[config.mk]
export PLATFORM = sky130hd
export DESIGN_NAME = gpr_queue
export DESIGN_NICKNAME = d
export VERILOG_FILES = /design/src/rtl/gpr_pkg.sv /design/src/rtl/gpr_queue.sv
export VERILOG_INCLUDE_DIRS = /design/src /design/src/rtl
export SDC_FILE = /design/constraint.sdc
export NUM_CORES = 1
export LEC_CHECK = 0
export BUFFER_PORTS_ARGS = -buffer_cell sky130_fd_sc_hd__buf_2
export CELL_PAD_IN_SITES_DETAIL_PLACEMENT = 0
export CELL_PAD_IN_SITES_GLOBAL_PLACEMENT = 2
export CORE_MARGIN = 3
export CORE_UTILIZATION = 41
export CTS_CLUSTER_SIZE = 30
export DETAILED_ROUTE_END_ITERATION = 10
export PLACE_DENSITY = 0.8
export SLEW_MARGIN = 25
export SYNTH_ARGS = -nofsm -noshare
export SYNTH_HDL_FRONTEND = slang
export SYNTH_SLANG_ARGS = --single-unit
[constraint.sdc]
create_clock -name clock -period 29 [get_ports clock]
set_clock_uncertainty 0.2 [all_clocks]
set_input_delay 4.35 -clock clock [delete_from_list [all_inputs] [get_ports clock]]
set_output_delay 4.35 -clock clock [all_outputs]
set_load 0.1 [all_outputs]
[src/rtl/assert_macros.svh]
// Assertion helpers shared by gpr_queue and gpr_back.
`ifndef ASSERT_MACROS_SVH
`define ASSERT_MACROS_SVH

// Check a property on every rising clock edge, held off during reset.
`define ASSERT_CLK(label, prop, msg) \
   label: assert property (@(posedge clock) disable iff (reset) prop) else $error(msg);

// Check a property on every rising clock edge, reset included.
`define ASSERT_ALWAYS(label, prop, msg) \
   label: assert property (@(posedge clock) prop) else $error(msg);

`endif

[src/rtl/gpr_pkg.sv]
package gpr_pkg;

   localparam int MAX_DEGREE_DEFAULT = 32;
   localparam int COEF_COUNT         = 32;
   localparam int COEF_BITS          = COEF_COUNT * 8;
   localparam int QUEUE_DEPTH        = 2;

   typedef enum logic [2:0] {
      CSR_FIELD_POLY = 3'd0,
      CSR_DEGREE     = 3'd1,
      CSR_COEFS_A    = 3'd2,
      CSR_COEFS_B    = 3'd3,
      CSR_COEFS_C    = 3'd4,
      CSR_COEFS_D    = 3'd5
   } csr_index_type;

   typedef struct packed {
      logic [7:0]           poly;
      logic [5:0]           degree;
      logic [COEF_BITS-1:0] coefs;
   } gpr_cfg_type;

   function automatic logic [7:0] gf_mul(input logic [7:0] a, input logic [7:0] b,
                                         input logic [7:0] red);
      logic [7:0] x;
      logic [7:0] acc;
      logic       carry;
      x   = a;
      acc = '0;
      for (int i = 0; i < 8; i++) begin
         if (b[i]) acc = acc ^ x;
         carry = x[7];
         x     = {x[6:0], 1'b0};
         if (carry) x = x ^ red;
      end
      return acc;
   endfunction

endpackage

[src/rtl/gpr_queue.sv]
`include "assert_macros.svh"

module gpr_queue import gpr_pkg::*; #(
   parameter int WIDTH = MAX_DEGREE_DEFAULT * 8
) (
   input  logic             clock,
   input  logic             reset,
   input  logic             push,
   input  logic [WIDTH-1:0] push_data,
   input  logic             pop,
   output logic [WIDTH-1:0] head_data,
   output logic             full,
   output logic             empty
);

   localparam int PTR_W = (QUEUE_DEPTH > 1) ? $clog2(QUEUE_DEPTH) : 1;
   localparam int CNT_W = $clog2(QUEUE_DEPTH + 1);

   logic [WIDTH-1:0] mem_ff [QUEUE_DEPTH];
   logic [PTR_W-1:0] wr_ptr_ff, wr_ptr_in;
   logic [PTR_W-1:0] rd_ptr_ff, rd_ptr_in;
   logic [CNT_W-1:0] count_ff, count_in;

   assign full      = (count_ff == CNT_W'(QUEUE_DEPTH));
   assign empty     = (count_ff == '0);
   assign head_data = mem_ff[rd_ptr_ff];

   always_comb begin
      wr_ptr_in = wr_ptr_ff;
      rd_ptr_in = rd_ptr_ff;
      count_in  = count_ff;
      if (push) begin
         wr_ptr_in = (wr_ptr_ff == PTR_W'(QUEUE_DEPTH - 1)) ? '0 : wr_ptr_ff + 1'b1;
      end
      if (pop) begin
         rd_ptr_in = (rd_ptr_ff == PTR_W'(QUEUE_DEPTH - 1)) ? '0 : rd_ptr_ff + 1'b1;
      end
      if (push && !pop) begin
         count_in = count_ff + 1'b1;
      end else if (pop && !push) begin
         count_in = count_ff - 1'b1;
      end
   end

   always_ff @(posedge clock) begin
      if (reset) begin
         wr_ptr_ff <= '0;
         rd_ptr_ff <= '0;
         count_ff  <= '0;
      end else begin
         wr_ptr_ff <= wr_ptr_in;
         rd_ptr_ff <= rd_ptr_in;
         count_ff  <= count_in;
      end
   end

   always_ff @(posedge clock) begin
      if (push) begin
         mem_ff[wr_ptr_ff] <= push_data;
      end
   end

   `ASSERT_CLK(a_queue_no_overflow, push |-> !full, "write into full parity queue")
   `ASSERT_CLK(a_queue_no_underflow, pop |-> !empty, "read from empty parity queue")

endmodule

==> metrics.md <==
| Metric | Value |
|---|---|
| Outcome | complete, no violations |
| IO buf count | 517 |
| Largest net degree at the start of global routing | 73 |
| Syn nets | 1079 |
| Longest Clk Path Bufs | 3 |
| Synth-to-Final Area Change | 24.9% |
| CP peak stage delay | 0.90 ns |
| DR vias | 9713 |
| Final Util | 0.524 |
| Crit path time final | 8.50 ns |
| Main flop type after synthesis | edfxtp_1 |
| Io pins | 518 |
| Fin. Hold Viols | 0 |
| Worst EP arrival | 3.95 ns |
| Hold-fix buffers at CTS | 0 |
| Synthesized area | 18800 um^2 |
| First-pass GRT wire length | 62.3 mm |
| Static Leakage | 8.69 nW |
| CTS tree | yes |
| Synthesized instance count | 818 |
| CTS clk-pin slew, worst paths | 0.06 ns |
| Critical path class | register to output port |
| CP cell instances | buf_4 -> buf_4 -> mux2_2 -> buf_2 |
| Die span in x | 220 um |
| EDFF count, synth | 512 |
| Clk sinks | 517 |
| Max-cap violation count | 0 |
| Initial drt markers | 497 |
| Peak VDD IR | 0.0482 mV |
| RSZ-0062 raised after global routing | false |
| Main area contributors after synthesis | edfxtp_1 (82%), mux2_2 (15%), buf_6 (1.6%) |
| Crit Path Max Fanout | 70 |
| Period utilization | 0.293 |
| GPL Wtd Cong | 0.781 |
| Top cells by count, synth | edfxtp_1 (512), mux2_2 (256), buf_6 (26) |
| Final nets | 1632 |
| Count leader, synth | edfxtp_1 |
| Antenna Nets Post-Route | 0 |
| Buf/Inv on CP | 3 |
| Vias per cell | 4.83 |
| Initial Utilization | 0.420 |
| Total setup buffers inserted after CTS | 0 |
| Total CTS buffers | 52 |
| Seq. cell area | 15500 um^2 |
| YS warnings | 0 |
| DRC Markers | 0 |
| Fin Setup TNS | 0 ns |
| Clock root buffer master | clkbuf_16 |
| Antenna violations before repair | 17 |
| Core ar. | 44700 um^2 |
| Leading area contributor after synthesis | edfxtp_1 |
| Worst Max-Slew Pin Slew | 1.00 ns |
| Final setup fails | 0 |
| Estimated wirelength of the detail-placed design | 31.3 mm |
| F_max | 118 MHz |
| DIE HEIGHT | 220 um |
| Max_slew headroom | 0.333 |
| Post-CTS sizing | 0 |
| Avg Cell Area, Syn | 22.9 um^2 |
| CP Capture Type | output port |
| Row Count | 77 |
| Ratio of cells with drive above 1 in the final layout | 0.606 |
| Multi-input logic area | 2990 um^2 |
| GRT overflow | 0 |
| Crit path top cell by count | buf_4 |
| H-tree depth | 2 |
| Seq/Total Area, Yosys | 0.825 |
| WP data required | 24.45 ns |
| Filler cells | 3742 |
| Yosys top cell area share | 0.819 |
| Clk_lat worst skew | 0.57 ns |
| CP max stage cell | dfxtp_4 |
| Final slew viol count | 0 |
| PD cells | 83.0 nW/um^2 |
| DIE AREA | 48400 um^2 |
| Worst Hold Class | register to register |
| Delay-heaviest family, CP | buffers and inverters |
| Ys async rst share | 0 |
| CP Launch Type | register |
| Vias in the first global route | 10300 |
| Routed len/inst | 22.0 um |
| Overall routing resource usage | 0.175 |
| Synth cell types | 16 |
| Number of synthesized register bits | 517 |
| Aggregate routed wire length | 44.2 mm |
| First-pass DRT Iterations | 5 |
-- final timing paths --
path	startpoint	endpoint	slack, ns	cells past startpoint
setup / recovery	register	head_data[22]	20.50	4
hold / removal	count_ff[1]	count_ff[1]	0.32	2
setup reg to reg	wr_ptr_ff	mem_ff[1][113]	25.54	3
hold reg to reg	count_ff[1]	count_ff[1]	0.32	2
-- flip-flops by register name, indices dropped and copies added, names as in the netlist, named ones only --
signal	cells
count_ff	2
mem_ff	512
rd_ptr_ff	1
wr_ptr_ff	1
-- per-stage QoR --
step,total power (W),hold slack [ns],instance area (um^2),instances,worst slack [ns]
after floorplan,0.00129,0.261,18800,818,12.53
after detailed placement,0.00136,0.315,21900,1909,21.06
after global routing,0.00201,0.359,23400,2006,20.26
after global placement,0.00135,0.280,21900,1909,21.10
after CTS,0.00197,0.327,23400,1997,20.41
final,0.00195,0.320,23400,2009,20.50
-- cells by family after synthesis --
logic type / synth area share
adders and majority gates: 0.000667
muxes: 0.154
and+or+nand+nor: 0.00233
AOI/OAI and AO/OA: 0.000533
buffers and inverters: 0.0165
DFF: 0.825
xor gates and xnor gates: 0.00187
-- power by group --
part / internal (W) / switching [W]
combinational: 0.0000792 / 0.000370
sequential: 0.000874 / 0.0000143
clock: 0.000349 / 0.000260
total: 0.00130 / 0.000643
-- layer usage --
metal	wire length, um	vias to the layer above	part of all wire	global-route usage
li1	-	4383	-	-
met2	22200	415	0.50	0.298
met4	1590	10	0.036	0.0728
met5	62	-	0.0014	0
met3	4470	99	0.10	0.0707
met1	15900	4806	0.36	0.197
-- tightest hold or removal path: stages (launching register included) --
cell and delay (ns):
dfxtp_1 0.33, o21ai_0 0.08, a21oi_1 0.07
-- layout make-up --
cell class | instances | share of cell area
Clock inverter | 25 | 0.00721
Clock buffer | 63 | 0.0582
Antenna cell | 12 | 0.00128
Multi-Input combinational cell | 272 | 0.128
Sequential cell | 517 | 0.660
Tap cell | 592 | 0.0316
Inverter | 1 | 0.000160
Timing Repair Buffer | 527 | 0.114
-- layout by cell type, fill, tap and decap left out, types with 2 or more instances in the layout --
cell type,count
edfxtp_1,512
xor2_1,2
nor2_1,5
mux2_2,256
diode_2,12
buf_2,517
clkbuf_16,53
clkinv_1,12
clkinv_2,8
bufinv_16,2
clkbuf_1,10
xnor2_1,2
buf_4,10
clkinvlp_4,2
dfxtp_1,4
Note: power is estimated with default switching activity, not from simulation.
