--- src/rtl/assert_macros.svh ---
// Assertion helpers shared by gpr_queue and gpr_back.
`ifndef ASSERT_MACROS_SVH
`define ASSERT_MACROS_SVH

// Check a property on every rising clock edge, held off during reset.
`define ASSERT_CLK(label, prop, msg) \
   label: assert property (@(posedge clock) disable iff (reset) prop) else $error(msg);

// Check a property on every rising clock edge, reset included.
`define ASSERT_ALWAYS(label, prop, msg) \
   label: assert property (@(posedge clock) prop) else $error(msg);

`endif

--- src/rtl/gpr_pkg.sv ---
package gpr_pkg;

   localparam int MAX_DEGREE_DEFAULT = 32;
   localparam int COEF_COUNT         = 32;
   localparam int COEF_BITS          = COEF_COUNT * 8;
   localparam int QUEUE_DEPTH        = 2;

   typedef enum logic [2:0] {
      CSR_FIELD_POLY = 3'd0,
      CSR_DEGREE     = 3'd1,
      CSR_COEFS_A    = 3'd2,
      CSR_COEFS_B    = 3'd3,
      CSR_COEFS_C    = 3'd4,
      CSR_COEFS_D    = 3'd5
   } csr_index_type;

   typedef struct packed {
      logic [7:0]           poly;
      logic [5:0]           degree;
      logic [COEF_BITS-1:0] coefs;
   } gpr_cfg_type;

   function automatic logic [7:0] gf_mul(input logic [7:0] a, input logic [7:0] b,
                                         input logic [7:0] red);
      logic [7:0] x;
      logic [7:0] acc;
      logic       carry;
      x   = a;
      acc = '0;
      for (int i = 0; i < 8; i++) begin
         if (b[i]) acc = acc ^ x;
         carry = x[7];
         x     = {x[6:0], 1'b0};
         if (carry) x = x ^ red;
      end
      return acc;
   endfunction

endpackage

--- src/rtl/gpr_back.sv ---
`include "assert_macros.svh"

module gpr_back import gpr_pkg::*; #(
   parameter int MAX_DEGREE = MAX_DEGREE_DEFAULT
) (
   input  logic                    clock,
   input  logic                    reset,
   input  logic [5:0]              degree,
   input  logic                    head_valid,
   input  logic [MAX_DEGREE*8-1:0] head_data,
   output logic                    pop,
   output logic                    rsp_tvalid,
   input  logic                    rsp_tready,
   output logic [7:0]              rsp_tdata,
   output logic                    rsp_tlast
);

   localparam int CNT_W = $clog2(MAX_DEGREE + 1);

   logic [7:0]       shift_ff [MAX_DEGREE];
   logic [7:0]       shift_in [MAX_DEGREE];
   logic [CNT_W-1:0] remaining_ff, remaining_in;
   logic             accept;
   logic             load;

   assign rsp_tvalid = (remaining_ff != '0);
   assign rsp_tdata  = shift_ff[0];
   assign rsp_tlast  = (remaining_ff == CNT_W'(1));
   assign accept     = rsp_tvalid && rsp_tready;
   assign load       = head_valid && (!rsp_tvalid || (accept && rsp_tlast));
   assign pop        = load;

   always_comb begin
      remaining_in = remaining_ff;
      for (int k = 0; k < MAX_DEGREE; k++) begin
         shift_in[k] = shift_ff[k];
      end
      if (load) begin
         remaining_in = CNT_W'(degree);
         for (int k = 0; k < MAX_DEGREE; k++) begin
            shift_in[k] = head_data[k*8 +: 8];
         end
      end else if (accept) begin
         remaining_in = remaining_ff - 1'b1;
         for (int k = 0; k + 1 < MAX_DEGREE; k++) begin
            shift_in[k] = shift_ff[k+1];
         end
      end
   end

   always_ff @(posedge clock) begin
      if (reset) begin
         remaining_ff <= '0;
      end else begin
         remaining_ff <= remaining_in;
      end
   end

   always_ff @(posedge clock) begin
      for (int k = 0; k < MAX_DEGREE; k++) begin
         shift_ff[k] <= shift_in[k];
      end
   end

   `ASSERT_CLK(a_back_load_count, load |=> remaining_ff == CNT_W'($past(degree)),
               "parity burst length differs from degree")
   `ASSERT_CLK(a_back_load_nonzero, load |-> degree != '0,
               "empty parity burst queued")

endmodule

--- config.mk ---
export PLATFORM = sky130hd
export DESIGN_NAME = gpr_back
export DESIGN_NICKNAME = d
export VERILOG_FILES = /design/src/rtl/gpr_pkg.sv /design/src/rtl/gpr_back.sv
export VERILOG_INCLUDE_DIRS = /design/src /design/src/rtl
export SDC_FILE = /design/constraint.sdc
export NUM_CORES = 1
export LEC_CHECK = 0
export BUFFER_PORTS_ARGS = -buffer_cell sky130_fd_sc_hd__buf_2
export CORE_UTILIZATION = 40
export CTS_BUF_LIST = sky130_fd_sc_hd__clkbuf_8
export CTS_CLUSTER_SIZE = 10
export DETAILED_ROUTE_END_ITERATION = 6
export GPL_TIMING_DRIVEN = 0
export MAX_ROUTING_LAYER = met4
export SYNTH_ARGS = -nofsm -noshare
export SYNTH_HDL_FRONTEND = slang
export SYNTH_SLANG_ARGS = --single-unit
--- constraint.sdc ---
create_clock -name clock -period 10.2 [get_ports clock]
set_input_delay 1.02 -clock clock [delete_from_list [all_inputs] [get_ports clock]]
set_output_delay 1.02 -clock clock [all_outputs]
set_load 0.02 [all_outputs]
==> results of run 1 <==
cell type report:
| class | instances | area (µm²) | area share [%] |
|---|---|---|---|
| timing repair buffer | 278 | 1460 | 10.4 |
| sequential | 262 | 7810 | 55.9 |
| antenna | 1 | 2.50 | 0.0179 |
| multi-input combinational | 792 | 3150 | 22.6 |
| buffer | 63 | 300 | 2.15 |
| clock inverter | 26 | 101 | 0.726 |
| tap | 378 | 473 | 3.39 |
| inverter | 5 | 18.8 | 0.134 |
| clock buffer | 47 | 647 | 4.63 |
logic make-up after synthesis:
| logic type | count (synthesis) | share of synthesized area (%) |
|---|---|---|
| AND/OR/NAND/NOR | 765 | 25.9 |
| multiplexers | 4 | 0.355 |
| AO/OA/AOI/OAI | 20 | 1.33 |
| adder cells (fa/ha/maj) | 3 | 0.333 |
| buffers and inverters | 68 | 2.83 |
| flip-flops | 262 | 69.3 |
state kept, by name (all words and copies together), names as in the netlist:
name,cells
shift_ff,256
remaining_ff,6
per-stage QoR:
| stage | cells | hold WS (ns) |
|---|---|---|
| floorplan | 1122 | 0.479 |
| global placement | 1775 | 0.495 |
| detailed placement | 1778 | 0.498 |
| CTS | 1851 | 0.508 |
| global route | 1852 | 0.521 |
| finish | 1852 | 0.503 |
path summary, 6_finish.rpt:
check / startpoint / endpoint / slack [ns] / cells after the start
setup / recovery: remaining_ff[0] / pop / 6.54 / 7
hold / removal: shift_ff[0][96] / shift_ff[0][88] / 0.50 / 2
setup reg to reg: remaining_ff[5] / shift_ff[1][35] / 7.25 / 5
hold reg to reg: shift_ff[0][96] / shift_ff[0][88] / 0.50 / 2
synthesized netlist by cell type (all sizes together):
cell     count  area, µm²
nand2      751       2820
edfxtp     256       7690
buf         35        195
clkbuf      28        105
dfxtp        6        120
inv          5       18.8
a21oi        4       20.0
mux2i        4       40.0
ha           3       37.5
nand3        3       20.0
nor2         3       11.3
a31oi        2       12.5
o311ai       2       17.5
o31ai        2       15.0
or2          2       12.5
a2111oi      1       8.76
a21bo        1       10.0
a21o         1       7.51
a221oi       1       8.76
a311oi       1       8.76
a32o         1       10.0
and2         1       6.26
nand3b       1       7.51
nand4        1       6.26
nor3b        1       7.51
nor4         1       21.3
o21ai        1       5.00
o2bb2ai      1       8.76
o32ai        1       8.76
o41ai        1       8.76
or3          1       6.26
worst min-delay path: stages (launching register included):
cell and delay (ns):
edfxtp_1 0.31, nand2_1 0.04, nand2_1 0.05
power by group through the flow:
stage / clock (µW) / combinational [µW] / sequential, µW
after floorplan: 0 / 987 / 2320
after global placement: 0 / 1350 / 2420
after detailed placement: 0 / 1430 / 2240
after CTS: 840 / 1430 / 2220
after global routing: 890 / 1610 / 2270
final: 811 / 1410 / 2220
metal layers:
layer,vias to the layer above,share of wire (%),GRT usage [%]
met5,-,0,-
met4,0,1.4,4.74
met3,33,6.5,3.44
met2,284,47,27.7
met1,3845,45,23.3
li1,4298,-,-
==> results.ini, run 1 <==
[grt]
grt-ovfl-total = 0
grt_pass1_wl_mm = 38.2
antenna_found_initial = 1
grt_use_total_pct = 17.6
grt_max_degree = 75
grt_pass1_vias = 7770

[power]
total_power_uw = 4430
internal-power_uw = 2950
pwr-share-seq_pct = 50.0
clkPwrFrac_pct = 18.3
netSwitchingFraction_pct = 33.5
total_leakage_power_uw = 0.00660
cellPowerDensity_mw_per_mm2 = 317
ir_drop_mv = 0.164
p_comb_share_pct = 31.7
power_switching_uw = 1490

[cts]
cts_setup_buffers = 0
postCtsResizedCells = 0
clock_path_buffers = 3
cts_root_buf = clkbuf_8
postCtsHoldBufs = 0
clkLatencyLatePin_ns = 0.53
cts_sinks = 262
cts_tree = yes
clkSlewWorstSetupHoldPaths_ns = 0.06
ctsHtreeMaxLevel = 2
cts-buffers-inserted = 45

[setup_path]
required_ns = 9.18
worst_path_max_delay_cell = buf_2
critPathKind = reg2out
cp_num_buf_inv = 4
start_kind = register
path_delay_family = buffers and inverters
endpoint_kind = primary output
crit_top_cell = buf_2
crit_chain = inv_1, ha_1, a21o_1, nand3_2, inv_2, buf_2, buf_2
critPathMaxFanout = 18
arrival_ns = 2.64
slowest_delay_ns = 0.43

[drt]
ant_nets = 0
via_per_inst = 4.57
route.detailed.drc = 0
vias = 8460
drt-total-wl_mm = 25.3
drt_iter0_drc = 520
drt-pass1-iter-count = 5
routedWlPerCell_um = 13.7

[floorplanning]
dieWidth_um = 170
core_mm2 = 0.0278
row_count = 61
die-area_mm2 = 0.0289
start_util_pct = 40.6
die_y_um = 170
top_level_ports = 277

[timing]
final_hold_viol_count = 0
slew_headroom_pct = 44.8
fin_tns_setup_ns = 0
final_max_slew_viol_count = 0
worstMarginPinSlew_ns = 0.828
fin_crit_ns = 3.66
fin_ws_ns = 6.54
fin_skew_ns = 0.0146
rsz0062_at_grt = no
fmax_mhz = 273
setup_viol = 0
period_share_pct = 35.9

[placement]
dp_hpwl_mm = 18.0
place_area_mm2 = 0.0132
place_congestion = 0.837
io_buffer_count = 275
dpl_worst_slack_ns = 6.66

[min_path]
holdCritPathClass = reg2reg

[yosys]
syn-num-nets = 1391
yosys_warnings = 0
netlist_instances = 1122
ys_ff_latch = 262
syn_avg_cell_area_um2 = 10.0
synth_cell_types = 34
yosysSeqAreaShare_pct = 69.3
syn_area_mm2 = 0.0113

[status]
outcome = complete, no violations

[final_layout]
fin_nets = 1716
drive_gt1_share_pct = 25.0
final_cell_mix = 750 x nand2_1, 302 x buf_2, 256 x edfxtp_1
design_area_mm2 = 0.0140
postLayoutCoreUtil_pct = 50.3
area_delta_synth_final_pct = 23.9
n_fill_cell = 2681
layout_commonest_cell = nand2_1

[flow_run]
cap_violations = 0

Note: power is estimated with default switching activity, not from simulation.
==> run 2: changes to the inputs <==
--- a/config.mk
+++ b/config.mk
@@ -6,6 +6,7 @@
 export SDC_FILE = /design/constraint.sdc
 export NUM_CORES = 1
 export LEC_CHECK = 0
+export ABC_AREA = 1
 export BUFFER_PORTS_ARGS = -buffer_cell sky130_fd_sc_hd__buf_2
 export CORE_UTILIZATION = 40
 export CTS_BUF_LIST = sky130_fd_sc_hd__clkbuf_8
==> constraint.sdc (replaced) <==
create_clock -name clock -period 3.3 [get_ports clock]
set_input_delay 0.33 -clock clock [delete_from_list [all_inputs] [get_ports clock]]
set_output_delay 0.33 -clock clock [all_outputs]
set_load 0.02 [all_outputs]
==> results.ini, run 2 <==
[yosys]
synthArstFlopShare_pct = 0  ; unchanged
yosysSeqAreaShare_pct = 66.6  ; was 69.3%
synth_edf_count = 256  ; unchanged
synthFlopType = edfxtp_1  ; unchanged
syn_avg_cell_area_um2 = 10.0  ; about the same
synth_cell_types = 19  ; was 34
yosysTopAreaCell = edfxtp_1  ; unchanged
netlist.area_leader.share_pct = 65.5  ; was 68.2%
netlist_instances = 1171  ; was 1122
yosysMostFrequentCell = nand2_1  ; unchanged
syn_area_mm2 = 0.0117  ; was 0.0113 mm²
synthTopCellsByCount = 515 x nand2_1, 268 x nand3_1, 256 x edfxtp_1  ; was 751 x nand2_1, 256 x edfxtp_1, 28 x clkbuf_1
syn-num-nets = 1440  ; was 1391
yosys_warnings = 0  ; unchanged
synthTopCellsByArea = edfxtp_1 66%, nand2_1 16%, nand3_1 11%  ; was edfxtp_1 68%, nand2_1 25%, buf_2 1.2%
ys_ff_latch = 262  ; unchanged

[drt]
route.detailed.drc = 1  ; was 0
ant_nets = 0  ; unchanged
drt-total-wl_mm = 28.8  ; was 25.3 mm
routedWlPerCell_um = 14.9  ; was 13.7 µm
drt-pass1-iter-count = 7  ; was 5
drt_iter0_drc = 769  ; was 520
vias = 9249  ; was 8460
via_per_inst = 4.80  ; was 4.57

[placement]
dpl_worst_slack_ns = 0.347  ; was 6.66 ns
dp_cells = 1832  ; was 1778
dp_hpwl_mm = 19.8  ; was 18.0 mm
place_area_mm2 = 0.0136  ; was 0.0132 mm²
place_congestion = 0.848  ; was 0.837
io_buffer_count = 276  ; was 275

[grt]
grt_use_total_pct = 19.5  ; was 17.6%
grt_max_degree = 131  ; was 75
grt_pass1_wl_mm = 44.8  ; was 38.2 mm
grt-ovfl-total = 0  ; unchanged
antenna_found_initial = 4  ; was 1
grt_pass1_vias = 8975  ; was 7770

[final_layout]
fin_nets = 1772  ; was 1716
n_fill_cell = 2718  ; was 2681
postLayoutCoreUtil_pct = 50.6  ; was 50.3%
area_delta_synth_final_pct = 24.1  ; was 23.9%
finalNonFillerCells = 1927  ; was 1852
drive_gt1_share_pct = 24.8  ; was 25.0%
largestRegisters = shift_ff: 256 flops, remaining_ff: 6 flops  ; unchanged
largest_reg_flops = 256  ; unchanged
regMostFlops = shift_ff  ; unchanged
final_cell_mix = 515 x nand2_1, 301 x buf_2, 268 x nand3_1  ; was 750 x nand2_1, 302 x buf_2, 256 x edfxtp_1
layout_commonest_cell = nand2_1  ; unchanged
design_area_mm2 = 0.0145  ; was 0.0140 mm²

[timing]
fin_skew_ns = 0.0226  ; was 0.0146 ns
final_hold_viol_count = 0  ; unchanged
period_share_pct = 91.3
final_max_slew_viol_count = 0  ; unchanged
fmax_mhz = 332
worstMarginPinSlew_ns = 0.993  ; was 0.828 ns
fin_crit_ns = 3.01
fin_tns_setup_ns = 0  ; unchanged
rsz0062_at_grt = no  ; unchanged
setup_viol = 0  ; unchanged
slew_headroom_pct = 33.8  ; was 44.8%
fin_ws_ns = 0.287  ; was 6.54 ns

[power]
total_leakage_power_uw = 0.00674  ; was 0.00660 µW
cellPowerDensity_mw_per_mm2 = 1010  ; was 317 mW/mm²
ir_drop_mv = 0.542  ; was 0.164 mV

[cts]
postCtsResizedCells = 0  ; unchanged
clkLatencyLatePin_ns = 0.54  ; was 0.53 ns
cts_tree = yes  ; unchanged
cts_sinks = 262  ; unchanged
cts-buffers-inserted = 45  ; unchanged
clkSlewWorstSetupHoldPaths_ns = 0.06  ; about the same
clock_path_buffers = 3  ; unchanged
ctsHtreeMaxLevel = 2  ; unchanged
cts_root_buf = clkbuf_8  ; unchanged

[setup_path]
arrival_ns = 2.68  ; was 2.64 ns
endpoint_kind = primary output  ; unchanged
critPathMaxFanout = 18  ; unchanged
critPathKind = reg2out  ; unchanged
start_kind = register  ; unchanged
required_ns = 2.97  ; was 9.18 ns

[floorplanning]
die_y_um = 173  ; was 170 µm
dieWidth_um = 173  ; was 170 µm
row_count = 62  ; was 61
start_util_pct = 40.7  ; was 40.6%
top_level_ports = 277  ; unchanged
die-area_mm2 = 0.0300  ; was 0.0289 mm²
core_mm2 = 0.0288  ; was 0.0278 mm²

[min_path]
holdCritPathClass = in2reg  ; was reg2reg

[flow_run]
cap_violations = 0  ; unchanged

[status]
violations = DRC
outcome = finished, violations left  ; was complete, no violations

-- run 2: changes by cell type after synthesis, sizes merged, moves of 3 or more --
cell	change
inv	+9
clkbuf	-6
nand2	-236
mux2i	-4
nor2	+3
buf	+36
nand3	+265
a21oi	-4
-- run 2: layout make-up --
class,instances,area (µm²),share of cell area (%)
Sequential cell,262,7810,53.7
Multi-Input combinational cell,802,3410,23.5
Timing Repair Buffer,285,1490,10.2
Clock buffer,51,702,4.82
Tap cell,384,480,3.30
Buffer,93,463,3.18
Clock inverter,32,130,0.894
Inverter,14,52.6,0.361
Antenna cell,4,10.0,0.0688
-- run 2: what timing repair did --
action | in CTS | in global routing
setup buffers | 0 | 0
hold buffers | 8 | 0
endpoints found under the hold margin | 8 | 0
-- run 2: logic make-up (layout without fill, tap and decap cells) --
| logic type | after synthesis | count (layout) | share of synthesized area [%] |
|---|---|---|---|
| other | 0 | 4 | 0 |
| buffers and inverters | 107 | 475 | 4.31 |
| AOI/OAI and AO/OA | 3 | 3 | 0.149 |
| DFF | 262 | 262 | 66.6 |
| xor gates and xnor gates | 2 | 2 | 0.149 |
| and+or+nand+nor | 794 | 794 | 28.5 |
| adders and majority gates | 3 | 3 | 0.320 |
-- run 2: layer usage --
layer,vias to the layer above,global-route usage (%),routed length [µm],part of all wire (%)
met5,-,-,0,0
met4,0,5.83,400,1.4
met3,30,3.77,1980,6.9
met2,340,30.4,13300,46
met1,4225,25.9,13100,46
li1,4654,-,-,-
-- run 2: worst paths after layout --
| kind | from | endpoint | slack (ns) | cells after the start |
|---|---|---|---|---|
| setup / recovery | remaining_ff[0] | pop | 0.29 | 7 |
| hold / removal | head_data[132] | shift_ff[1][4] | 0.05 | 3 |
| setup reg to reg | remaining_ff[0] | shift_ff[1][45] | 0.40 | 6 |
| hold reg to reg | shift_ff[0][91] | shift_ff[0][83] | 0.54 | 2 |
-- run 2: through the flow --
stage | power [µW] | hold slack [ns]
floorplan | 10600 | 0.429
global placement | 12000 | 0.511
detailed placement | 12100 | 0.509
CTS | 14800 | 0.0181
global route | 15800 | 0.0208
finish | 14700 | 0.0514
-- run 2: worst max-delay path, stage by stage, from the launching register on --
cell and delay, ns:
dfxtp_1 0.32, inv_1 0.20, ha_1 0.23, nand4_2 0.24
nand2_1 0.16, buf_2 0.31, buf_2 0.44, buf_2 0.25
-- run 2: power by group --
| group | switching (µW) | internal (µW) | total, µW |
|---|---|---|---|
| Combinational | 3240 | 1790 | 5030 |
| Sequential | 509 | 6470 | 6980 |
| Clock | 1270 | 1410 | 2680 |
| Total | 5020 | 9670 | 14700 |
